==> src/rtl/core/rwq_pkg.sv <==
// ----------------------------------------------------------------------------
// rwq_pkg: shared types and constants for the region window query block
// Holds table sizing, command and status codes, and the item structs.
// ----------------------------------------------------------------------------
package rwq_pkg;

  localparam int MAX_BOXES  = 64;
  localparam int COORD_BITS = 14;
  localparam int IDX_BITS   = $clog2(MAX_BOXES);
  localparam int CNT_BITS   = $clog2(MAX_BOXES + 1);
  localparam int WIN_BITS   = COORD_BITS + 3;
  localparam int RESULT_CAP = 64;
  localparam int NCAP_BITS  = $clog2(RESULT_CAP + 1);
  localparam int QDEPTH     = 2;

  localparam logic [2:0] CMD_CLEAR  = 3'd0;
  localparam logic [2:0] CMD_LOAD   = 3'd1;
  localparam logic [2:0] CMD_RIGHT  = 3'd2;
  localparam logic [2:0] CMD_BELOW  = 3'd3;
  localparam logic [2:0] CMD_ABOVE  = 3'd4;
  localparam logic [2:0] CMD_INSIDE = 3'd5;

  localparam logic [2:0] ST_CLEARED = 3'd0;
  localparam logic [2:0] ST_LOADED  = 3'd1;
  localparam logic [2:0] ST_FULL    = 3'd2;
  localparam logic [2:0] ST_MATCH   = 3'd3;
  localparam logic [2:0] ST_NOMATCH = 3'd4;

  localparam logic REG_WIDTH  = 1'b0;
  localparam logic REG_HEIGHT = 1'b1;

  typedef struct packed {
    logic [2:0]            command;
    logic [COORD_BITS-1:0] box_left;
    logic [COORD_BITS-1:0] box_top;
    logic [COORD_BITS-1:0] box_right;
    logic [COORD_BITS-1:0] box_bottom;
    logic [5:0]            box_id;
  } in_item_t;

  typedef struct packed {
    logic [2:0]            status;
    logic [5:0]            match_id;
    logic [COORD_BITS-1:0] match_left;
    logic [COORD_BITS-1:0] match_top;
    logic [COORD_BITS-1:0] match_right;
    logic [COORD_BITS-1:0] match_bottom;
    logic                  last;
  } out_item_t;

  typedef struct packed {
    logic [5:0]            id;
    logic [COORD_BITS-1:0] x;
    logic [COORD_BITS-1:0] y;
    logic [COORD_BITS-1:0] s;
    logic [COORD_BITS-1:0] t;
  } box_t;

  // classified job: command, box and signed window
  typedef struct packed {
    logic [2:0]          command;
    box_t                box;
    logic signed [WIN_BITS-1:0] wl;
    logic signed [WIN_BITS-1:0] wr;
    logic signed [WIN_BITS-1:0] wt;
    logic signed [WIN_BITS-1:0] wb;
  } job_t;

endpackage

==> src/rtl/core/rwq_queue.sv <==
// ----------------------------------------------------------------------------
// rwq_queue: short job queue
// Decouples the classifier from the table engine.
// ----------------------------------------------------------------------------
module rwq_queue (
  input  logic          clk,
  input  logic          rst_n,
  input  logic          push,
  input  rwq_pkg::job_t din,
  input  logic          pop,
  output rwq_pkg::job_t dout,
  output logic          empty,
  output logic          full
);

  localparam int AW = $clog2(rwq_pkg::QDEPTH);

  rwq_pkg::job_t mem_r [rwq_pkg::QDEPTH];
  logic [AW-1:0] wp_r, rp_r;
  logic [AW:0]   cnt_r;

  always_ff @(posedge clk) begin
    if (!rst_n) begin
      wp_r  <= '0;
      rp_r  <= '0;
      cnt_r <= '0;
    end else begin
      if (push) wp_r <= wp_r + 1'b1;
      if (pop)  rp_r <= rp_r + 1'b1;
      cnt_r <= cnt_r + (AW+1)'(push) - (AW+1)'(pop);
    end
    if (push) mem_r[wp_r] <= din;
  end

  assign dout  = mem_r[rp_r];
  assign empty = (cnt_r == '0);
  assign full  = (cnt_r == (AW+1)'(rwq_pkg::QDEPTH));

endmodule

==> config.mk <==
export PLATFORM = sky130hd
export DESIGN_NAME = rwq_queue
export DESIGN_NICKNAME = d
export VERILOG_FILES = /design/src/rtl/core/rwq_pkg.sv /design/src/rtl/core/rwq_queue.sv
export SDC_FILE = /design/constraint.sdc
export NUM_CORES = 1
export LEC_CHECK = 0
export CORE_AREA = 2 2 176 178
export CTS_CLUSTER_SIZE = 10
export DETAILED_ROUTE_END_ITERATION = 8
export DIE_AREA = 0 0 178 180
export DONT_BUFFER_PORTS = 1
export PLACE_DENSITY = 0.59
export SYNTH_ARGS = -nofsm -noshare
export SYNTH_HDL_FRONTEND = slang
export SYNTH_SLANG_ARGS = --single-unit
export TNS_END_PERCENT = 5
==> constraint.sdc <==
create_clock -name clk -period 16.9 [get_ports clk]
set_input_delay 0 -clock clk [delete_from_list [all_inputs] [get_ports clk]]
set_output_delay 0 -clock clk [all_outputs]
set_load 0.02 [all_outputs]
==> impl_metrics.toml <==
[pwr]
power.leakage_nw = 4.394
ir_drop_uv = 97.60
powerDensity_mw_per_mm2 = 121.2
p_total_mw = 1.549

[setup_path]
r2r_cells = 2
endpoint_kind = "primary output"
required_ps = 16900
worst-setup-path-type = "register to primary output"
rrSetupSlack_ps = 14430
endpoint = "dout[15]"
start_kind = "register"
worst-path-max-fanout = 64
r2r-start = "wp_r$_SDFFE_PN0P_"
cp_data_arrival_time_ps = 2550
r2r-end = "mem_r[1][6]$_DFFE_PP_"

[synth]
synth_seq_cells = 271
syn_nets = 574
yosys.area.top_type_share = 0.7905
postSynthCellCount = 435
syn_avg_cell_area_sq_um = 23.23
synth.area.top_cells = "edfxtp_1 (79%), mux2_4 (10%), mux2_2 (7.0%)"
synth_area_sq_mm = 0.01010
ys_seq_area_frac = 0.8004
ys_types = 14
yosysTopAreaCell = "edfxtp_1"
ys_warn_count = 0

[sta]
hold_viol_final = 0
finalWorstSetupSlack_ps = 14350
whs_ps = 103.2
period_minus_slack_ps = 2553
setup-tns-final_ps = 0
rsz0062_at_grt = "no"
max_slew.worst_pin.slew_ps = 1071
maxSlewViolCount = 0
skew_ps = 14.39
setup_violations = 0
max_freq_mhz = 391.6
fin_crit_sh = 0.1511
relSlewSlack = 0.2860

[layout]
nNetsFinal = 734
drive_above_1_share = 0.2811
area_delta_synth_final_pct = 26.52
fin_cells = 1015
n_antenna_cell = 0

[placement]
place_ws_ps = 14380
port_buffers = 0
post-dp-hpwl_microns = 11910
gp_congestion = 0.6703
dp.cells = 821

[clock_network]
hold_buffers = 137
cts_buffers = 31
clk_pin_slew_worst_paths_ps = 50
cts_root_buf = "clkbuf_16"
post-cts-setup-buffers = 0
clock_sinks = 271
cts-htree-levels = 1
cts_tree = "done"
clockBufferDepth = 3
clock_latency_ps = 540
cts.repair.resized = 0

[grt]
antenna_found_initial = 0
track_usage = 0.1128
grt_pass1_vias = 4932
grt_max_degree = 80
overflow = 0
grt_pass1_wl_microns = 27920

[outcome]
outcome = "finished, final reports clean"

[floorplan]
dieArea_sq_mm = 0.03204
start_util = 0.3347
io_pins = 272
die_y_microns = 180
die_w_microns = 178
rows = 64
core_area_sq_mm = 0.03019

[route]
routedWlPerCell_microns = 18.95
wirelength_microns = 19230
viasPerCell = 4.479
ant_nets = 0
vias = 4546
drc_errors = 0
drt-pass1-iter-count = 4
first_iter_violations = 255

[flow_run]
max_cap_violations = 0

[hold_path]
hold_path.class = "input port to register"
==> worst max-delay path: stages (launching register included) <==
cell	delay, ps
dfxtp_4	620
buf_4	770
mux2_2	480
==> routing by layer <==
metal / vias to the layer above / global-route usage / part of all wire
met3: 37 / 0.04420 / 0.10
met4: 0 / 0.03902 / 0.025
li1: 2051 / - / -
met2: 200 / 0.1988 / 0.51
met1: 2258 / 0.1224 / 0.36
met5: - / 0 / 0
==> state kept, by name (all words and copies together), names as in the netlist, named ones only <==
register  flops
cnt_r         2
mem_r       266
rp_r          1
wp_r          1
==> cell type report <==
cell class / instances / area, sq um
fillers: 2612 / 17400
multi-input cells: 147 / 1888
well taps: 396 / 495.5
clock buffers: 57 / 893.4
flip-flops and latches: 271 / 8092
repair buffers: 142 / 1409
inverters: 2 / 7.507
==> cell families after synthesis <==
kind of cell	synth area share
flip-flops	0.8004
multiplexers	0.1742
buffers and inverters	0.01375
AO/OA/AOI/OAI	0.0007432
AND/OR/NAND/NOR	0.005323
XOR/XNOR	0.003096
adder cells (fa/ha/maj)	0.002476
==> power breakdown <==
group | internal (mW) | total [mW] | switching (mW)
sequential | 0.779 | 0.790 | 0.0117
clock | 0.350 | 0.586 | 0.236
combinational | 0.0729 | 0.173 | 0.100
total | 1.20 | 1.55 | 0.348
==> layout by cell type (no fill, tap or decap), drive strengths merged <==
master       count
and2             4
buf              5
clkbuf          57
dfxtp            5
dlygate4sd3    137
edfxtp         266
ha               2
inv              2
mux2           133
nor2             1
nor2b            4
o21a             1
xnor3            1
xor2             1
==> cells in the mapped netlist (all sizes together) <==
cell / number
edfxtp: 266
mux2: 133
buf: 15
dfxtp: 5
and2: 4
nor2b: 4
ha: 2
inv: 2
nor2: 1
o21a: 1
xnor3: 1
xor2: 1
==> metrics by stage <==
stage	util	area, sq um
global placement	0.3485	10520
CTS	0.4235	12780
finish	0.4235	12780
detailed placement	0.3485	10520
floorplan	-	10100
global route	0.4235	12780
==> worst min-delay path by stage <==
| stage | slack [ps] | end | start | cells past startpoint |
|---|---|---|---|---|
| after global placement | 100 | mem_r[0][1]$_DFFE_PP_ | din[1] | 0 |
| after global routing | 100 | mem_r[1][60]$_DFFE_PP_ | din[60] | 1 |
| after detailed placement | 100 | mem_r[1][60]$_DFFE_PP_ | din[60] | 0 |
| after CTS | 70 | mem_r[1][14]$_DFFE_PP_ | din[14] | 1 |
| after floorplan | 100 | mem_r[0][0]$_DFFE_PP_ | din[0] | 0 |
| final | 100 | mem_r[1][7]$_DFFE_PP_ | push | 1 |
Note: power is estimated with default switching activity, not from simulation.
