`config.mk`:
```
export PLATFORM = sky130hd
export DESIGN_NAME = rwq_back
export DESIGN_NICKNAME = d
export VERILOG_FILES = /design/src/rtl/core/rwq_pkg.sv /design/src/rtl/core/rwq_back.sv
export SDC_FILE = /design/constraint.sdc
export NUM_CORES = 2
export LEC_CHECK = 0
export BUFFER_PORTS_ARGS = -buffer_cell sky130_fd_sc_hd__clkbuf_2
export CORE_MARGIN = 3
export CORE_UTILIZATION = 40
export DETAILED_ROUTE_END_ITERATION = 16
export GPL_ROUTABILITY_DRIVEN = 0
export PLACE_DENSITY = 0.58
export SLEW_MARGIN = 20
export SYNTH_ARGS = -nofsm -noshare
export SYNTH_HDL_FRONTEND = slang
export SYNTH_SLANG_ARGS = --single-unit
```
`constraint.sdc`:
```
create_clock -name clk -period 10.2 [get_ports clk]
set_input_delay 2.04 -clock clk [delete_from_list [all_inputs] [get_ports clk]]
set_output_delay 2.04 -clock clk [all_outputs]
set_load 0.02 [all_outputs]
```
`src/rtl/core/rwq_pkg.sv`:
```
// ----------------------------------------------------------------------------
// rwq_pkg: shared types and constants for the region window query block
// Holds table sizing, command and status codes, and the item structs.
// ----------------------------------------------------------------------------
package rwq_pkg;

  localparam int MAX_BOXES  = 64;
  localparam int COORD_BITS = 14;
  localparam int IDX_BITS   = $clog2(MAX_BOXES);
  localparam int CNT_BITS   = $clog2(MAX_BOXES + 1);
  localparam int WIN_BITS   = COORD_BITS + 3;
  localparam int RESULT_CAP = 64;
  localparam int NCAP_BITS  = $clog2(RESULT_CAP + 1);
  localparam int QDEPTH     = 2;

  localparam logic [2:0] CMD_CLEAR  = 3'd0;
  localparam logic [2:0] CMD_LOAD   = 3'd1;
  localparam logic [2:0] CMD_RIGHT  = 3'd2;
  localparam logic [2:0] CMD_BELOW  = 3'd3;
  localparam logic [2:0] CMD_ABOVE  = 3'd4;
  localparam logic [2:0] CMD_INSIDE = 3'd5;

  localparam logic [2:0] ST_CLEARED = 3'd0;
  localparam logic [2:0] ST_LOADED  = 3'd1;
  localparam logic [2:0] ST_FULL    = 3'd2;
  localparam logic [2:0] ST_MATCH   = 3'd3;
  localparam logic [2:0] ST_NOMATCH = 3'd4;

  localparam logic REG_WIDTH  = 1'b0;
  localparam logic REG_HEIGHT = 1'b1;

  typedef struct packed {
    logic [2:0]            command;
    logic [COORD_BITS-1:0] box_left;
    logic [COORD_BITS-1:0] box_top;
    logic [COORD_BITS-1:0] box_right;
    logic [COORD_BITS-1:0] box_bottom;
    logic [5:0]            box_id;
  } in_item_t;

  typedef struct packed {
    logic [2:0]            status;
    logic [5:0]            match_id;
    logic [COORD_BITS-1:0] match_left;
    logic [COORD_BITS-1:0] match_top;
    logic [COORD_BITS-1:0] match_right;
    logic [COORD_BITS-1:0] match_bottom;
    logic                  last;
  } out_item_t;

  typedef struct packed {
    logic [5:0]            id;
    logic [COORD_BITS-1:0] x;
    logic [COORD_BITS-1:0] y;
    logic [COORD_BITS-1:0] s;
    logic [COORD_BITS-1:0] t;
  } box_t;

  // classified job: command, box and signed window
  typedef struct packed {
    logic [2:0]          command;
    box_t                box;
    logic signed [WIN_BITS-1:0] wl;
    logic signed [WIN_BITS-1:0] wr;
    logic signed [WIN_BITS-1:0] wt;
    logic signed [WIN_BITS-1:0] wb;
  } job_t;

endpackage

```
`src/rtl/core/rwq_back.sv`:
```
// ----------------------------------------------------------------------------
// rwq_back: table engine
// Inserts boxes by shifting, binary-searches the window start and scans.
// ----------------------------------------------------------------------------
module rwq_back (
  input  logic              clk,
  input  logic              rst_n,
  input  logic              q_empty,
  input  rwq_pkg::job_t     job,
  output logic              pop,
  output logic              idle,
  output logic              res_vld,
  output rwq_pkg::out_item_t res
);

  localparam int IB = rwq_pkg::IDX_BITS;
  localparam int CB = rwq_pkg::CNT_BITS;
  localparam int NB = rwq_pkg::NCAP_BITS;
  localparam int W  = rwq_pkg::WIN_BITS;

  typedef enum logic [2:0] {S_IDLE, S_SHIFT, S_SRCH, S_SRCH_W, S_SCAN, S_SCAN_W}
    state_t;

  state_t        st_r;
  rwq_pkg::job_t jb_r;
  rwq_pkg::box_t mem_r [rwq_pkg::MAX_BOXES];
  rwq_pkg::box_t rd_r;
  logic [CB-1:0] cnt_r, lo_r, hi_r, pos_r;
  logic [CB-1:0] mid;
  logic [NB-1:0] n_r;
  logic          pend_r;
  rwq_pkg::box_t pbox_r;
  logic          res_vld_r;
  rwq_pkg::out_item_t res_r;
  logic          wr_en;
  logic [IB-1:0] wr_a, rd_a;
  rwq_pkg::box_t wr_d;
  logic          hit;
  logic signed [W-1:0] dx, dy, dt;

  assign mid = CB'((lo_r + hi_r) >> 1);
  assign dx  = W'(rd_r.x);
  assign dy  = W'(rd_r.y);
  assign dt  = W'(rd_r.t);

  always_comb begin
    case (jb_r.command)
      rwq_pkg::CMD_BELOW: hit = dy <= jb_r.wb && dy >= jb_r.wt;
      rwq_pkg::CMD_ABOVE: hit = dt <= jb_r.wb && dt >= jb_r.wt;
      default:            hit = dy <= jb_r.wb && dt >= jb_r.wt;
    endcase
  end

  // memory port control
  always_comb begin
    wr_en = 1'b0;
    wr_a  = pos_r[IB-1:0];
    wr_d  = rd_r;
    rd_a  = '0;
    case (st_r)
      S_SHIFT: begin
        rd_a = IB'(pos_r - 1'b1);
        if (pos_r != '0 && rd_r.x > jb_r.box.x) begin
          wr_en = 1'b1; wr_d = rd_r;
        end else begin
          wr_en = 1'b1; wr_d = jb_r.box;
        end
      end
      S_SRCH:  rd_a = mid[IB-1:0];
      S_SCAN:  rd_a = pos_r[IB-1:0];
      default: rd_a = IB'(pos_r - 1'b1);
    endcase
  end

  always_ff @(posedge clk) begin
    if (wr_en) mem_r[wr_a] <= wr_d;
    rd_r <= mem_r[rd_a];
  end

  assign pop = (st_r == S_IDLE) && !q_empty;

  always_ff @(posedge clk) begin
    if (!rst_n) begin
      st_r      <= S_IDLE;
      cnt_r     <= '0;
      res_vld_r <= 1'b0;
      pend_r    <= 1'b0;
    end else begin
      case (st_r)
        S_IDLE: begin
          if (!q_empty) begin
            jb_r <= job;
            case (job.command)
              rwq_pkg::CMD_CLEAR: begin
                cnt_r <= '0;
                res_vld_r <= 1'b1;
                res_r <= '{status: rwq_pkg::ST_CLEARED, last: 1'b1, default: '0};
              end
              rwq_pkg::CMD_LOAD: begin
                if (cnt_r == CB'(rwq_pkg::MAX_BOXES)) begin
                  res_vld_r <= 1'b1;
                  res_r <= '{status: rwq_pkg::ST_FULL, last: 1'b1, default: '0};
                end else begin
                  res_vld_r <= 1'b0;
                  pos_r <= cnt_r;
                  st_r  <= S_SRCH_W;  // prime read of pos-1, then shift
                end
              end
              default: begin
                res_vld_r <= 1'b0;
                lo_r   <= '0;
                hi_r   <= cnt_r;
                n_r    <= '0;
                pend_r <= 1'b0;
                st_r   <= S_SRCH;
              end
            endcase
          end else begin
            res_vld_r <= 1'b0;
          end
        end
        S_SRCH_W: begin
          res_vld_r <= 1'b0;
          if (jb_r.command == rwq_pkg::CMD_LOAD) st_r <= S_SHIFT;
          else begin
            // compare fetched midpoint
            if (jb_r.wl <= dx) hi_r <= mid;
            else lo_r <= mid + 1'b1;
            st_r <= S_SRCH;
          end
        end
        S_SHIFT: begin
          if (pos_r != '0 && rd_r.x > jb_r.box.x) begin
            res_vld_r <= 1'b0;
            pos_r <= pos_r - 1'b1;
            st_r  <= S_SRCH_W;
          end else begin
            cnt_r     <= cnt_r + 1'b1;
            res_vld_r <= 1'b1;
            res_r <= '{status: rwq_pkg::ST_LOADED, last: 1'b1, default: '0};
            st_r  <= S_IDLE;
          end
        end
        S_SRCH: begin
          res_vld_r <= 1'b0;
          if (lo_r < hi_r) st_r <= S_SRCH_W;
          else begin
            pos_r <= lo_r;
            st_r  <= S_SCAN;
          end
        end
        S_SCAN: begin
          if (pos_r < cnt_r) st_r <= S_SCAN_W;
          else st_r <= S_IDLE;
          res_vld_r <= (pos_r >= cnt_r);
          if (pos_r >= cnt_r) begin
            if (pend_r)
              res_r <= '{status: rwq_pkg::ST_MATCH, match_id: pbox_r.id,
                         match_left: pbox_r.x, match_top: pbox_r.y,
                         match_right: pbox_r.s, match_bottom: pbox_r.t, last: 1'b1};
            else
              res_r <= '{status: rwq_pkg::ST_NOMATCH, last: 1'b1, default: '0};
          end
        end
        S_SCAN_W: begin
          if (dx > jb_r.wr) begin
            res_vld_r <= 1'b1;
            if (pend_r)
              res_r <= '{status: rwq_pkg::ST_MATCH, match_id: pbox_r.id,
                         match_left: pbox_r.x, match_top: pbox_r.y,
                         match_right: pbox_r.s, match_bottom: pbox_r.t, last: 1'b1};
            else
              res_r <= '{status: rwq_pkg::ST_NOMATCH, last: 1'b1, default: '0};
            st_r <= S_IDLE;
          end else if (hit) begin
            res_vld_r <= pend_r;
            if (pend_r) begin
              res_r <= '{status: rwq_pkg::ST_MATCH, match_id: pbox_r.id,
                         match_left: pbox_r.x, match_top: pbox_r.y,
                         match_right: pbox_r.s, match_bottom: pbox_r.t, last: 1'b0};
            end
            pend_r <= 1'b1;
            pbox_r <= rd_r;
            n_r    <= n_r + NB'(pend_r);
            // cap reached: this hit becomes the final result
            if (n_r + NB'(pend_r) == NB'(rwq_pkg::RESULT_CAP - 1)) begin
              pos_r <= cnt_r;
            end else begin
              pos_r <= pos_r + 1'b1;
            end
            st_r <= S_SCAN;
          end else begin
            res_vld_r <= 1'b0;
            pos_r <= pos_r + 1'b1;
            st_r  <= S_SCAN;
          end
        end
        default: begin
          res_vld_r <= 1'b0;
          st_r <= S_IDLE;
        end
      endcase
    end
  end

  assign idle    = (st_r == S_IDLE);
  assign res_vld = res_vld_r;
  assign res     = res_r;

  a_last_on_fixed: assert property (@(posedge clk) disable iff (!rst_n)
    res_vld && res.status != rwq_pkg::ST_MATCH |-> res.last)
    else $error("non-match result without last");
  a_cnt_cap: assert property (@(posedge clk) disable iff (!rst_n)
    cnt_r <= CB'(rwq_pkg::MAX_BOXES))
    else $error("box count above capacity");
  a_pop_idle: assert property (@(posedge clk) disable iff (!rst_n)
    pop |=> st_r != S_IDLE || res_vld)
    else $error("job popped without effect");

endmodule

```
==> flow_summary.yaml <==
floorplanning:
  die-width_um: 660
  fp-row-count: 239
  top_level_ports: 205
  core_um2: 425000
  dieArea_um2: 435000
  initial_core_util_pct: 40.3
  die_y_um: 660
drt:
  drc: 0
  via_count: 110000
  viasPerCell: 6.07
  drt-initial-drc-count: 16600
  firstDrtPassIters: 6
  drtAntennaViolNets: 0
  wirelength_um: 582000
  wl_per_cell_um: 32.0
grt:
  grt_pass1_vias: 103000
  grt_max_degree: 200
  track_usage_pct: 26.0
  antenna_found_initial: 36
  grt_pass1_wl_um: 805000
  grt_overflow: 0
setup_path:
  critPathArrivalTime_ps: 6590
  r2r_start: "lo_r[0]$_SDFFCE_PP0P_"
  cp-end-kind: "flop"
  path_class: "flop to flop"
  worstPathMaxFanout: 34
  critPathLaunchType: "flop"
  critical_path_required_ps: 11090
  crit_path_start: "lo_r[0]$_SDFFCE_PP0P_"
synthesis:
  synth.avg_cell_area_um2: 14.2
  ys_warn_count: 0
  ys_seq_area_share_pct: 75.6
  synth-edff-count: 4257
  netlist_area_um2: 171000
  synth_ff_type: "edfxtp_1"
  ys_types: 80
  ys_async_sr_fraction_pct: 0
  synth_cells: 12000
  syn-num-nets: 12300
  ys_ff_latch: 4331
job:
  max-cap-violations: 0
finish:
  drive_above_1_share_pct: 10.0
  fillCellCount: 37100
  fin_nets: 12400
  area_growth_pct: 12.7
placed_design:
  place_hpwl_um: 300000
  numPortBuffers: 204
  post-place-ws_ps: 4510
clock_network:
  root_buffer: "clkbuf_16"
  worstSkewPairLatency_ps: 1020
  hold_buffers: 0
  cts.repair.resized: 0
  ctsLongestPathBuffers: 4
  clk_pin_slew_ps: 60
  htree_levels: 5
  tritoncts: "built"
  numCtsBuffers: 432
  cts_setup_buffers: 0
  clock-sinks: 4331
outcome:
  status: "completed"
timing:
  finClkSkew_ps: 86.0
  drv_slew: 0
  period_share_pct: 55.9
  setup_violations: 0
  setup_slack_ps: 4500
  max_freq_ghz: 0.175
  final-hold-violation-count: 0
  rsz0062_at_grt: "no"
  post-route-min-period_ps: 5700
  slew_headroom_pct: 14.5
  worst_pin_slew_ps: 1280
  finalSetupTns_ps: 0
hold_path:
  worstHoldPathType: "flop to flop"
  hp-start: "rd_r[27]$_DFF_P_"
power_and_ir_drop:
  ir_drop_mv: 0.251
  power_density_nw_per_um2: 271
  leakagePower_nw: 64.1
worst max-delay path, stage by stage (launching register included):
cell,delay [ps]
edfxtp_1,450
and2_1,210
fa_1,400
nor2b_1,170
o21bai_1,150
nor3b_1,260
o21ai_0,330
a211oi_4,320
buf_4,710
and2_4,600
buf_4,670
buf_4,770
a22oi_1,220
and4_1,240
layout by cell type (no fill, tap or decap), types with 79 or more instances in the layout:
| cell type | n |
|---|---|
| edfxtp_1 | 4257 |
| nand2_1 | 2552 |
| nand3_1 | 1009 |
| nor2_1 | 554 |
| clkbuf_16 | 441 |
| a32oi_1 | 367 |
| a311oi_1 | 313 |
| mux2i_1 | 306 |
| o21ai_0 | 285 |
| buf_4 | 247 |
| clkbuf_2 | 204 |
| and3_1 | 201 |
| a2111oi_0 | 126 |
| ha_1 | 124 |
| clkinv_1 | 114 |
| clkbuf_1 | 102 |
| inv_1 | 98 |
| a211oi_1 | 81 |
| nor2b_1 | 79 |
area by class of cell:
type | instances | area (um2) | share of cell area (%)
antenna | 19 | 47.5 | 0.0247
clock inverter | 250 | 2050 | 1.06
clock buffer | 554 | 11600 | 6.00
timing repair buffer | 488 | 3650 | 1.89
sequential | 4331 | 129000 | 67.1
multi-input combinational | 6785 | 38700 | 20.1
tap | 5663 | 7090 | 3.67
inverter | 98 | 368 | 0.191
stage by stage:
| stage | power (mW) | std cells | cell area (um2) | util [%] | hold WS (ps) |
|---|---|---|---|---|---|
| final | 52.2 | 18200 | 193000 | 45.4 | 470 |
| after global routing | 54.0 | 18200 | 193000 | 45.4 | 473 |
| after CTS | 52.1 | 18200 | 193000 | 45.4 | 474 |
| after detailed placement | 36.8 | 17400 | 179000 | 42.2 | 458 |
| after global placement | 36.5 | 17400 | 179000 | 42.1 | 447 |
| after floorplan | 31.6 | 12000 | 171000 | - | 404 |
state kept, by name, indices dropped and copies added (netlist names), 14 cells and up:
name	cells
dy	14
mem_r	3968
res	66
dx	14
rd_r	20
dt	14
pbox_r	62
jb_r	133
Yosys cell counts (all sizes together), types with 10 or more instances:
cell     instances  area share [%]
edfxtp        4257              75
nand2         2556             5.6
nand3         1009             3.0
nor2           621             1.4
clkbuf         462             1.0
a32oi          367             1.9
buf            350             1.0
a311oi         313             1.6
mux2i          306             1.8
o21ai          303            0.89
and3           203            0.74
a2111oi        127            0.65
ha             124            0.91
inv             98            0.22
a211oi          82            0.36
nor2b           79            0.29
nand4           78            0.29
dfxtp           74            0.87
a31oi           71            0.26
a22oi           68            0.30
o211ai          68            0.30
o21bai          65            0.29
and4            62            0.32
a21oi           53            0.16
mux2            49            0.32
a21o            24            0.11
nor3            14           0.057
xnor2           14           0.072
nand2b          12           0.044
nor4            12           0.044
or3             10           0.037
worst paths after layout:
check                               to  slack (ps)  depth (start not counted)
setup / recovery      rd_r[19]$_DFF_P_        4500                         13
hold / removal    pbox_r[27]$_DFFE_PP_         470                          0
setup reg to reg      rd_r[19]$_DFF_P_        4500                         13
hold reg to reg   pbox_r[27]$_DFFE_PP_         470                          0
kinds of logic (layout without fill, tap and decap cells):
| family | after synthesis | count (layout) | share of synthesized area [%] |
|---|---|---|---|
| compound gates | 1586 | 1586 | 7.02 |
| other cells | 0 | 19 | 0 |
| flops | 4331 | 4331 | 75.6 |
| mux | 357 | 357 | 2.14 |
| simple gates | 4695 | 4695 | 11.9 |
| xor+xnor | 22 | 22 | 0.113 |
| buf+inv | 910 | 1390 | 2.26 |
| fa+ha+maj | 125 | 125 | 0.919 |
routing by layer:
metal	global-route usage, %	routed length, um	vias up
met4	10.8	28300	22
li1	-	-	46000
met2	41.0	266000	6830
met5	0	147	-
met1	35.0	223000	56400
met3	5.32	64900	1240
report_power, final:
group	switching, mW	internal, mW
clock	6.76	8.70
combinational	10.3	3.43
sequential	0.544	22.4
Note: power is estimated with default switching activity, not from simulation.
