===== src/rtl/core/rwq_pkg.sv =====
// ----------------------------------------------------------------------------
// rwq_pkg: shared types and constants for the region window query block
// Holds table sizing, command and status codes, and the item structs.
// ----------------------------------------------------------------------------
package rwq_pkg;

  localparam int MAX_BOXES  = 64;
  localparam int COORD_BITS = 14;
  localparam int IDX_BITS   = $clog2(MAX_BOXES);
  localparam int CNT_BITS   = $clog2(MAX_BOXES + 1);
  localparam int WIN_BITS   = COORD_BITS + 3;
  localparam int RESULT_CAP = 64;
  localparam int NCAP_BITS  = $clog2(RESULT_CAP + 1);
  localparam int QDEPTH     = 2;

  localparam logic [2:0] CMD_CLEAR  = 3'd0;
  localparam logic [2:0] CMD_LOAD   = 3'd1;
  localparam logic [2:0] CMD_RIGHT  = 3'd2;
  localparam logic [2:0] CMD_BELOW  = 3'd3;
  localparam logic [2:0] CMD_ABOVE  = 3'd4;
  localparam logic [2:0] CMD_INSIDE = 3'd5;

  localparam logic [2:0] ST_CLEARED = 3'd0;
  localparam logic [2:0] ST_LOADED  = 3'd1;
  localparam logic [2:0] ST_FULL    = 3'd2;
  localparam logic [2:0] ST_MATCH   = 3'd3;
  localparam logic [2:0] ST_NOMATCH = 3'd4;

  localparam logic REG_WIDTH  = 1'b0;
  localparam logic REG_HEIGHT = 1'b1;

  typedef struct packed {
    logic [2:0]            command;
    logic [COORD_BITS-1:0] box_left;
    logic [COORD_BITS-1:0] box_top;
    logic [COORD_BITS-1:0] box_right;
    logic [COORD_BITS-1:0] box_bottom;
    logic [5:0]            box_id;
  } in_item_t;

  typedef struct packed {
    logic [2:0]            status;
    logic [5:0]            match_id;
    logic [COORD_BITS-1:0] match_left;
    logic [COORD_BITS-1:0] match_top;
    logic [COORD_BITS-1:0] match_right;
    logic [COORD_BITS-1:0] match_bottom;
    logic                  last;
  } out_item_t;

  typedef struct packed {
    logic [5:0]            id;
    logic [COORD_BITS-1:0] x;
    logic [COORD_BITS-1:0] y;
    logic [COORD_BITS-1:0] s;
    logic [COORD_BITS-1:0] t;
  } box_t;

  // classified job: command, box and signed window
  typedef struct packed {
    logic [2:0]          command;
    box_t                box;
    logic signed [WIN_BITS-1:0] wl;
    logic signed [WIN_BITS-1:0] wr;
    logic signed [WIN_BITS-1:0] wt;
    logic signed [WIN_BITS-1:0] wb;
  } job_t;

endpackage


===== src/rtl/core/rwq_front.sv =====
// ----------------------------------------------------------------------------
// rwq_front: command intake and window classifier
// Registers one accepted item, forms its search window and pushes a job; an item with an unknown command is dropped.
// ----------------------------------------------------------------------------
module rwq_front (
  input  logic             clk,
  input  logic             rst_n,
  input  logic             take,
  input  rwq_pkg::in_item_t item,
  input  logic [11:0]      rx,
  input  logic [11:0]      ry,
  input  logic             q_full,
  output logic             push,
  output rwq_pkg::job_t    job,
  output logic             hold
);

  localparam int W = rwq_pkg::WIN_BITS;

  logic              vld_r;
  rwq_pkg::in_item_t it_r;
  logic signed [W-1:0] x, y, s, t, rxs, rys, rx3, ry3, rxc, ry2, ry4;

  always_ff @(posedge clk) begin
    if (!rst_n) begin
      vld_r <= 1'b0;
    end else if (take) begin
      vld_r <= 1'b1;
    end else if (push || (vld_r && it_r.command > rwq_pkg::CMD_INSIDE)) begin
      vld_r <= 1'b0;
    end
    if (take) begin
      it_r <= item;
    end
  end

  assign hold = vld_r;

  always_comb begin
    x   = W'(it_r.box_left);
    y   = W'(it_r.box_top);
    s   = W'(it_r.box_right);
    t   = W'(it_r.box_bottom);
    rxs = W'(rx);
    rys = W'(ry);
    rx3 = rxs + (rxs <<< 1);
    ry3 = rys + (rys <<< 1);
    rxc = (rx3 + W'(3)) >>> 2;
    ry2 = rys >>> 1;
    ry4 = rys >>> 2;
    job.command = it_r.command;
    job.box = '{id: it_r.box_id, x: it_r.box_left, y: it_r.box_top,
                s: it_r.box_right, t: it_r.box_bottom};
    case (it_r.command)
      rwq_pkg::CMD_RIGHT: begin
        job.wl = s - rxc; job.wr = s + rx3; job.wt = y - ry2; job.wb = t + ry2;
      end
      rwq_pkg::CMD_BELOW: begin
        job.wl = x - rxs; job.wr = s + rxs; job.wt = t - ry4; job.wb = t + ry3;
      end
      rwq_pkg::CMD_ABOVE: begin
        job.wl = x - rxs; job.wr = s + rxs; job.wt = y - ry3; job.wb = y + ry4;
      end
      default: begin
        job.wl = x + W'(1); job.wr = s + rxs; job.wt = y + W'(1); job.wb = t + rys;
      end
    endcase
  end

  assign push = vld_r && !q_full && it_r.command <= rwq_pkg::CMD_INSIDE;

endmodule


===== config.mk =====
export PLATFORM = sky130hd
export DESIGN_NAME = rwq_front
export DESIGN_NICKNAME = d
export VERILOG_FILES = /design/src/rtl/core/rwq_pkg.sv /design/src/rtl/core/rwq_front.sv
export SDC_FILE = /design/constraint.sdc
export NUM_CORES = 1
export LEC_CHECK = 0
export ABC_AREA = 0
export BUFFER_PORTS_ARGS = -buffer_cell sky130_fd_sc_hd__buf_2
export CAP_MARGIN = 20
export CORE_MARGIN = 2
export CORE_UTILIZATION = 27
export DETAILED_ROUTE_END_ITERATION = 8
export SETUP_SLACK_MARGIN = 0.3
export SYNTH_ARGS = -nofsm -noshare
export SYNTH_HDL_FRONTEND = slang
export SYNTH_SLANG_ARGS = --single-unit

===== constraint.sdc =====
create_clock -name clk -period 11.4 [get_ports clk]
set_input_delay 3.42 -clock clk [delete_from_list [all_inputs] [get_ports clk]]
set_output_delay 3.42 -clock clk [all_outputs]
set_load 0.02 [all_outputs]

==> flow_metrics.py, run 1 <==
metrics = {
    "power_and_ir_drop": {
        "p_leak_uw": 0.005253,
        "p_per_area_nw_per_um2": 128.5,
        "finalPower_uw": 1502,
        "ir_drop_uv": 77.21,
    },
    "layout": {
        "final_nets": 1646,
        "final_area_um2": 11690,
        "drive_above_1_share": 0.1956,
        "diodes": 0,
        "syn2layout_area_growth_pct": 20.23,
        "final_common_cell": "buf_2",
        "layout_common_cells": "buf_2 (221), ha_1 (135), nand2_1 (101)",
    },
    "worst_setup_path": {
        "worstPathMaxFanout": 6,
        "rr_worst_depth": 3,
        "critPathKind": "primary input to primary output",
        "cpMaxStageDelayCell": "or4_1",
        "critPathMaxStageDelay_ns": 0.53,
        "cp_cell_sequence": "buf_2, ha_1, fa_2, a211oi_4, o21ai_0, a21oi_1, xnor2_2, and3_1, nand2_1, o21ai_0, ha_2, or4_1, o21ai_0, a31oi_1, a21o_1, a21o_1, xor2_1, nand2_1, a31oi_4, buf_4",
        "critical_path.most_common_cell": "o21ai_0",
        "start_kind": "primary input",
        "worstPathRequired_ns": 7.98,
        "cp-end-kind": "primary output",
        "ff2ff_setup_slack_ns": 10.34,
        "worstPathArrival_ns": 7.50,
    },
    "synth": {
        "synth_area_um2": 9724,
        "synth_seq_area_share": 0.2028,
        "yosysUniqueCellTypes": 76,
        "syn_avg_cell_area_um2": 8.158,
        "synth.largest_area_cell": "edfxtp_1",
        "ys_ff_latch": 66,
        "yosys_warnings": 0,
        "synth_top_area_frac": 0.2007,
        "synth_area_leaders": "edfxtp_1 (20%), ha_1 (17%), xnor2_1 (7.2%), xor2_1 (5.0%), a21oi_1 (4.6%)",
        "synth_edf_count": 65,
        "synth_flop_cell": "edfxtp_1",
        "async_flop_share": 0,
        "syn_inst": 1192,
    },
    "sta": {
        "hold_viol_final": 0,
        "finalClockSkew_ns": 0.005450,
        "worst_slew_pin_slew_ns": 0.9884,
        "slew_viol_final": 0,
        "fmax_mhz": 91.61,
        "min_period_ns": 10.92,
        "maxSlewHeadroom": 0.3411,
        "rsz0062_at_grt": "false",
        "final.setup.tns_ns": 0,
        "fin_crit_sh": 0.9575,
        "hold_ws_ns": 0.5506,
        "setup_violations": 0,
    },
    "detailed_routing": {
        "drtIter0Drc": 528,
        "first_pass_iters": 5,
        "viasPerCell": 5.130,
        "vias": 9604,
        "drcViolationCount": 0,
        "ant_nets": 0,
        "wirelength_um": 32790,
        "wl_per_cell_um": 17.51,
    },
    "place": {
        "gp_congestion": 0.8616,
        "place_area_um2": 11370,
        "port-buffer-count": 223,
        "dp_hpwl_um": 26100,
    },
    "global_route": {
        "grt_max_degree": 67,
        "gr-total-overflow": 0,
        "track_usage": 0.1696,
        "grt_first_pass_wirelength_um": 49800,
        "antenna_found_initial": 0,
        "grt_pass1_vias": 8885,
    },
    "die": {
        "coreArea_um2": 35480,
        "die_x_um": 193.8,
        "die-area_um2": 37550,
        "start_util": 0.2741,
        "fp.dieH_um": 193.8,
        "fp-row-count": 69,
        "io_pins": 228,
    },
    "clocking": {
        "cts_hold_buf": 0,
        "clkLatencyLatePin_ns": 0.37,
        "clock_sinks": 66,
        "clkTransAtPathRegs_ns": 0.05,
        "cts_tree": "yes",
        "root_buffer": "clkbuf_16",
        "cts_max_level": 3,
        "clockBufferDepth": 2,
        "cts_buffers": 9,
    },
    "run_status": {
        "status": "finished clean",
    },
    "hold_path": {
        "holdCritPathClass": "register to register",
        "worstHoldPathCells": 2,
    },
    "flow_run": {
        "timing.max_cap.violations": 0,
    },
}
==> path summary, 6_finish.rpt <==
| path | startpoint | end |
|---|---|---|
| worst max-delay path | rx[0] | job[60] |
| worst min-delay path | hold | hold |
| worst max register to register | job[131] | hold |
| worst min register to register | hold | hold |
==> report_power, final <==
group / internal, uW / leakage [uW] / switching (uW)
Combinational: 363 / 0.00448 / 544
Clock: 145 / 0.000126 / 123
Sequential: 290 / 0.000645 / 37.8
==> critical path, delay by kind of cell <==
kind            cells  cell delay [ns]
compound gates      9             1.59
buf+inv             2             0.32
fa+ha+maj           3             0.88
simple gates        4             1.01
xor+xnor            2             0.29
==> per-stage QoR <==
| stage | utilization | setup WS [ns] | std cells |
|---|---|---|---|
| finish | 0.3295 | 0.4841 | 1872 |
| global route | 0.3295 | 0.2077 | 1872 |
| CTS | 0.3278 | 0.3061 | 1872 |
| detailed placement | 0.3204 | 0.3323 | 1856 |
| global placement | 0.3204 | 0.3636 | 1856 |
| floorplan | - | 0.9371 | 1195 |
==> registers in the layout, indices dropped and copies added (netlist names) <==
signal,flops
hold,1
job,65
==> final cells by class <==
type / count / area, um2
fill: 3789 / 23790
sequential: 66 / 1972
inverter: 75 / 281.5
tap: 461 / 576.8
clock buffer: 10 / 229.0
multi-input combinational: 1020 / 7395
clock inverter: 6 / 33.78
timing repair buffer: 234 / 1204
==> synthesized netlist by cell type (all sizes together) (10+ instances only) <==
| cell | n |
|---|---|
| xor2 | 56 |
| o22ai | 11 |
| a31oi | 18 |
| nand2b | 23 |
| o211ai | 14 |
| nand3 | 30 |
| nor2b | 17 |
| o221ai | 10 |
| mux2i | 12 |
| a211oi | 10 |
| nand2 | 101 |
| nor2 | 97 |
| a21oi | 90 |
| inv | 75 |
| buf | 10 |
| fa | 11 |
| a21o | 33 |
| clkbuf | 24 |
| edfxtp | 65 |
| nor3 | 22 |
| o21a | 15 |
| o31ai | 13 |
| xnor2 | 80 |
| o21ai | 94 |
| ha | 136 |
==> logic make-up (layout without fill, tap and decap cells) <==
| logic type | after synthesis | in the layout | synth area share |
|---|---|---|---|
| buffers and inverters | 109 | 325 | 0.04439 |
| flip-flops | 66 | 66 | 0.2028 |
| adder cells (fa/ha/maj) | 147 | 147 | 0.1976 |
| AND/OR/NAND/NOR | 350 | 350 | 0.1724 |
| XOR/XNOR | 136 | 136 | 0.1225 |
| AO/OA/AOI/OAI | 369 | 369 | 0.2452 |
| other | 1 | 4 | 0.0003856 |
| multiplexers | 14 | 14 | 0.01467 |
==> timing repair <==
action,4_1_cts,5_1_grt
gates resized for setup,0,12
buffers inserted,0,0
endpoints found under the setup margin,0,10
==> per-layer routing <==
layer | track usage | vias to the layer above | part of all wire
met2 | 0.2669 | 262 | 0.45
met3 | 0.03235 | 41 | 0.048
met1 | 0.2326 | 4475 | 0.48
met4 | 0.05598 | 0 | 0.025
li1 | - | 4826 | -
met5 | 0 | - | 0
No activity file was read; power rests on OpenSTA's default activity.
==> run 2, diff against run 1 <==
Settings changed: CORE_MARGIN 2 to 5.
==> run 2 against run 1 <==
Net effect:
- die area up 6.3%
- highest routed layer is now met5
- first-iteration DRC count up 2.5%
- utilization about the same
- sequential share of layout area down 0.056 points
- non-clock buffer count down 1
- setup slack better by 0.011 ns
- largest power group unchanged
- wire length up 3.6%
- worst hold slack worse by 0.0031 ns
- via count up 0.30%
- clock skew down 0.0053 ns
- power up 1.9%
- critical endpoint unchanged
==> flow_metrics.py, run 2 (same netlist as run 1, synthesis figures left out) <==
metrics = {
    "run_status": {
        "status": "finished clean",
    },
    "worst_setup_path": {
        "crit_family": "compound AO/OA/AOI/OAI gates",
        "r2r-end": "hold",
        "worstPathRequired_ns": 7.98,
        "cpMaxStageDelayCell": "or4_1",
        "r2r-start": "job[131]",
        "cp_cell_sequence": "buf_2, ha_1, fa_1, a211oi_2, o21ai_1, a21oi_2, xnor2_2, and3_4, nand2_2, o21ai_0, ha_1, or4_1, o21ai_0, a31oi_1, a21o_1, a21o_1, xor2_1, nand2_1, a31oi_2, buf_2",
        "cp-end-kind": "primary output",
        "path_buf_inv": 2,
        "rr_worst_depth": 3,
        "critPathKind": "primary input to primary output",
        "worstPathMaxFanout": 6,
        "critPathMaxStageDelay_ns": 0.52,
        "start_kind": "primary input",
        "worstPathArrival_ns": 7.49,
        "ff2ff_setup_slack_ns": 10.34,
    },
    "global_route": {
        "grt_max_degree": 67,
        "grt_pass1_vias": 9192,
        "track_usage": 0.1642,
        "grt_first_pass_wirelength_um": 50960,
        "antenna_found_initial": 1,
        "gr-total-overflow": 0,
    },
    "sta": {
        "worst_slew_pin_slew_ns": 0.9703,
        "fin_crit_sh": 0.9566,
        "hold_ws_ns": 0.5475,
        "slew_viol_final": 0,
        "finalClockSkew_ns": 0.0001252,
        "fin_ws_ns": 0.4949,
        "maxSlewHeadroom": 0.3531,
        "setup_violations": 0,
        "fmax_mhz": 91.70,
        "final.setup.tns_ns": 0,
        "rsz0062_at_grt": "true",
        "hold_viol_final": 0,
        "min_period_ns": 10.91,
    },
    "clocking": {
        "cts_max_level": 3,
        "cts_buffers": 9,
        "cts_tree": "yes",
        "clkTransAtPathRegs_ns": 0.05,
        "clock_sinks": 66,
        "clockBufferDepth": 2,
        "clkLatencyLatePin_ns": 0.36,
        "root_buffer": "clkbuf_16",
        "cts_hold_buf": 0,
    },
    "power_and_ir_drop": {
        "p_per_area_nw_per_um2": 130.6,
        "p_leak_uw": 0.005268,
        "ir_drop_uv": 74.82,
    },
    "die": {
        "fp.dieH_um": 199.8,
        "coreArea_um2": 35570,
        "start_util": 0.2734,
        "fp-row-count": 69,
        "io_pins": 228,
        "die-area_um2": 39910,
        "die_x_um": 199.8,
    },
    "detailed_routing": {
        "wl_per_cell_um": 18.15,
        "vias": 9633,
        "ant_nets": 0,
        "first_pass_iters": 5,
        "drtIter0Drc": 541,
        "wirelength_um": 33960,
        "viasPerCell": 5.149,
        "drcViolationCount": 0,
    },
    "place": {
        "post-place-ws_ns": 0.3177,
        "gp_congestion": 0.8522,
        "port-buffer-count": 223,
        "dp_hpwl_um": 26980,
    },
    "layout": {
        "fillers": 3832,
        "final_nets": 1645,
        "syn2layout_area_growth_pct": 20.63,
        "fin_util": 0.3298,
        "diodes": 0,
        "largest_reg_flops": 65,
        "layout_common_cells": "buf_2 (220), ha_1 (135), nand2_1 (100)",
        "drive_above_1_share": 0.1986,
        "final_common_cell": "buf_2",
    },
    "hold_path": {
        "worstHoldPathCells": 2,
        "hold_end": "hold",
        "holdCritPathClass": "register to register",
        "hp-start": "hold",
    },
    "flow_run": {
        "timing.max_cap.violations": 0,
    },
}
[run 2: cell count changes in the layout (fill, tap and decap cells not counted), sizes merged]
cell      previous run  this run
clkbuf              10        12
clkinvlp             2         0
buf                234       233
bufinv               0         1
clkinv               4         3
[run 2: where the power goes]
| part | internal [uW] | switching [uW] |
|---|---|---|
| clock | 170 | 121 |
| sequential | 290 | 37.8 |
| combinational | 364 | 549 |
[run 2: cell type report]
class / count / area [um2] / area share
inverters: 75 / 281.5 / 0.02400
clock inverters: 4 / 52.55 / 0.004480
repair buffers: 233 / 1199 / 0.1022
well taps: 461 / 576.8 / 0.04917
flip-flops and latches: 66 / 1972 / 0.1681
clock buffers: 12 / 236.5 / 0.02016
multi-input cells: 1020 / 7412 / 0.6319
[run 2: per-stage QoR]
stage	std cells	total power (uW)	cell area, um2
finish	1871	1532	11730
global route	1871	1656	11730
CTS	1871	1543	11650
detailed placement	1855	1232	11360
global placement	1855	1218	11360
floorplan	1195	969.8	9736
[run 2: timing repair]
| action | in CTS | in global routing |
|---|---|---|
| setup buffers | 0 | 0 |
| setup endpoints to repair | 2 | 8 |
| gates resized for setup | 1 | 20 |
| cloned | 0 | 0 |
| pin swaps | 0 | 2 |
[run 2: how the worst max path moves through the flow]
stage	end	start	cells after the start
after floorplan	job[60]	rx[0]	18
after global placement	job[60]	rx[0]	20
after detailed placement	job[64]	rx[0]	20
after CTS	job[60]	rx[1]	19
after global routing	job[64]	rx[0]	20
final	job[60]	rx[0]	20
[run 2: worst min-delay path, cell delays in order, from the launching register on]
cell and delay [ns]:
dfxtp_1 0.32, a31oi_1 0.13, nor2b_1 0.05
[run 2: per-layer routing]
layer	vias up	global-route usage	part of all wire
met5	-	0	0.00021
met4	2	0.05409	0.027
met3	50	0.03139	0.057
met2	280	0.2635	0.45
met1	4485	0.2232	0.46
li1	4816	-	-
==> run 3, diff against run 2 <==
Settings changed: GPL_TIMING_DRIVEN set to 0, PLACE_DENSITY set to 0.55.
==> run 3 against run 2 <==
Net effect:
- non-clock buffer count rose by 35
- maximum frequency increased by 0.42%
- sequential share of layout area decreased by 0.36 points
- utilization grew 0.72 points
- critical path depth fell by 3
- final area rose by 2.2%
- global-route usage increased by 0.85 points
- largest power group unchanged
==> flow_metrics.py, run 3 (same netlist as run 1, synthesis figures left out) <==
metrics = {
    "run_status": {
        "status": "finished clean",
    },
    "die": {
        "die_x_um": 199.8,
        "start_util": 0.2734,
        "coreArea_um2": 35570,
        "fp.dieH_um": 199.8,
        "io_pins": 228,
        "die-area_um2": 39910,
        "fp-row-count": 69,
    },
    "sta": {
        "worst_slew_pin_slew_ns": 1.028,
        "fmax_mhz": 92.09,
        "setup_violations": 0,
        "maxSlewHeadroom": 0.3120,
        "rsz0062_at_grt": "true",
        "hold_viol_final": 0,
        "final.setup.tns_ns": 0,
        "slew_viol_final": 0,
        "fin_crit_sh": 0.9525,
        "min_period_ns": 10.86,
        "hold_ws_ns": 0.5642,
        "finalClockSkew_ns": 0.0004182,
    },
    "clocking": {
        "clock_sinks": 66,
        "clkTransAtPathRegs_ns": 0.06,
        "clkLatencyLatePin_ns": 0.36,
        "clockBufferDepth": 2,
        "root_buffer": "clkbuf_16",
        "cts_buffers": 9,
        "cts_tree": "yes",
        "cts_max_level": 3,
    },
    "power_and_ir_drop": {
        "p_leak_uw": 0.005366,
        "ir_drop_uv": 88.47,
        "p_per_area_nw_per_um2": 130.7,
    },
    "layout": {
        "final_area_um2": 11990,
        "final_common_cell": "buf_2",
        "layout_common_cells": "buf_2 (220), ha_1 (133), nand2_1 (100)",
        "drive_above_1_share": 0.2062,
        "multiInputGateArea_um2": 7476,
        "fillers": 3812,
        "final_nets": 1680,
        "largest_reg_flops": 65,
        "regArea_um2": 1972,
        "syn2layout_area_growth_pct": 23.28,
        "diodes": 0,
    },
    "hold_path": {
        "worstHoldPathCells": 2,
        "hp-start": "hold",
        "holdCritPathClass": "register to register",
        "hold_end": "hold",
    },
    "place": {
        "place_area_um2": 11450,
        "port-buffer-count": 223,
        "dp_hpwl_um": 29030,
        "gp_congestion": 0.8775,
    },
    "global_route": {
        "grt_first_pass_wirelength_um": 52990,
        "grt_max_degree": 41,
        "grt_pass1_vias": 9290,
        "track_usage": 0.1727,
        "gr-total-overflow": 0,
        "antenna_found_initial": 1,
    },
    "worst_setup_path": {
        "rr_worst_depth": 4,
        "ff2ff_setup_slack_ns": 10.22,
        "r2r-start": "job[131]",
        "start_kind": "primary input",
        "worstPathRequired_ns": 7.98,
        "r2r-end": "hold",
        "critPathKind": "primary input to primary output",
        "worstPathMaxFanout": 6,
        "worstPathArrival_ns": 7.44,
        "cp-end-kind": "primary output",
    },
    "flow_run": {
        "timing.max_cap.violations": 0,
    },
    "detailed_routing": {
        "drcViolationCount": 0,
        "wl_per_cell_um": 18.79,
        "wirelength_um": 35810,
        "vias": 9792,
        "ant_nets": 0,
        "drtIter0Drc": 604,
        "first_pass_iters": 7,
        "viasPerCell": 5.137,
    },
}
==> run 3: stage by stage <==
stage,total power (uW),utilization,cells,setup WS [ns]
2_1_floorplan,969.8,-,1195,0.9371
5_1_grt,1691,0.3370,1906,0.2891
3_5_place_dp,1236,0.3219,1880,0.1261
6_report,1567,0.3370,1906,0.5410
4_1_cts,1566,0.3314,1896,0.3066
3_3_place_gp,1225,0.3213,1879,0.1417
==> run 3: what timing repair did <==
item / 4_1_cts / 5_1_grt
hold endpoints to repair: 0 / 0
endpoints found under the setup margin: 2 / 13
setup buffers: 0 / 10
pin swaps: 0 / 9
hold buffers: 0 / 0
resized for setup: 4 / 29
==> run 3: area by class of cell <==
type	instances	share of cell area
Multi-Input combinational cell	1020	0.6236
Timing Repair Buffer	234	0.1017
Clock inverter	5	0.005010
Buffer	34	0.01252
Sequential cell	66	0.1645
Clock buffer	11	0.02108
Inverter	75	0.02348
Tap cell	461	0.04812
==> run 3: report_power, final <==
group          switching (uW)  leakage (uW)  internal (uW)
Clock                     127      0.000152            182
Combinational             561       0.00457            373
Sequential               34.7      0.000645            289
Total                     722       0.00537            845
==> run 3: metal layers <==
layer | vias to the layer above | track usage | wire, um
li1 | 4877 | - | -
met1 | 4603 | 0.2425 | 17210
met2 | 274 | 0.2753 | 16100
met3 | 36 | 0.03072 | 1858
met4 | 2 | 0.04553 | 629
met5 | - | 0 | 13
==> run 3: worst max-delay path by stage <==
stage               slack, ns       to  startpoint  cells past startpoint
floorplan                0.94  job[60]       rx[0]                     18
global placement         0.14  job[64]       rx[0]                     20
detailed placement       0.13  job[64]       rx[0]                     20
CTS                      0.31  job[12]       ry[1]                     20
global route             0.29  job[64]       rx[1]                     18
finish                   0.54  job[63]       rx[0]                     17
==> run 3: critical path, cell delays in order <==
cell and delay (ns):
buf_2 0.15, ha_2 0.23, fa_2 0.41, a211oi_4 0.30
nor2_1 0.11, xor2_2 0.20, and3_4 0.22, nand4_1 0.19
buf_4 0.21, xnor2_1 0.12, ha_1 0.23, o41a_1 0.50
a21o_1 0.22, a41o_1 0.25, xor2_1 0.16, a221o_1 0.35
buf_2 0.18
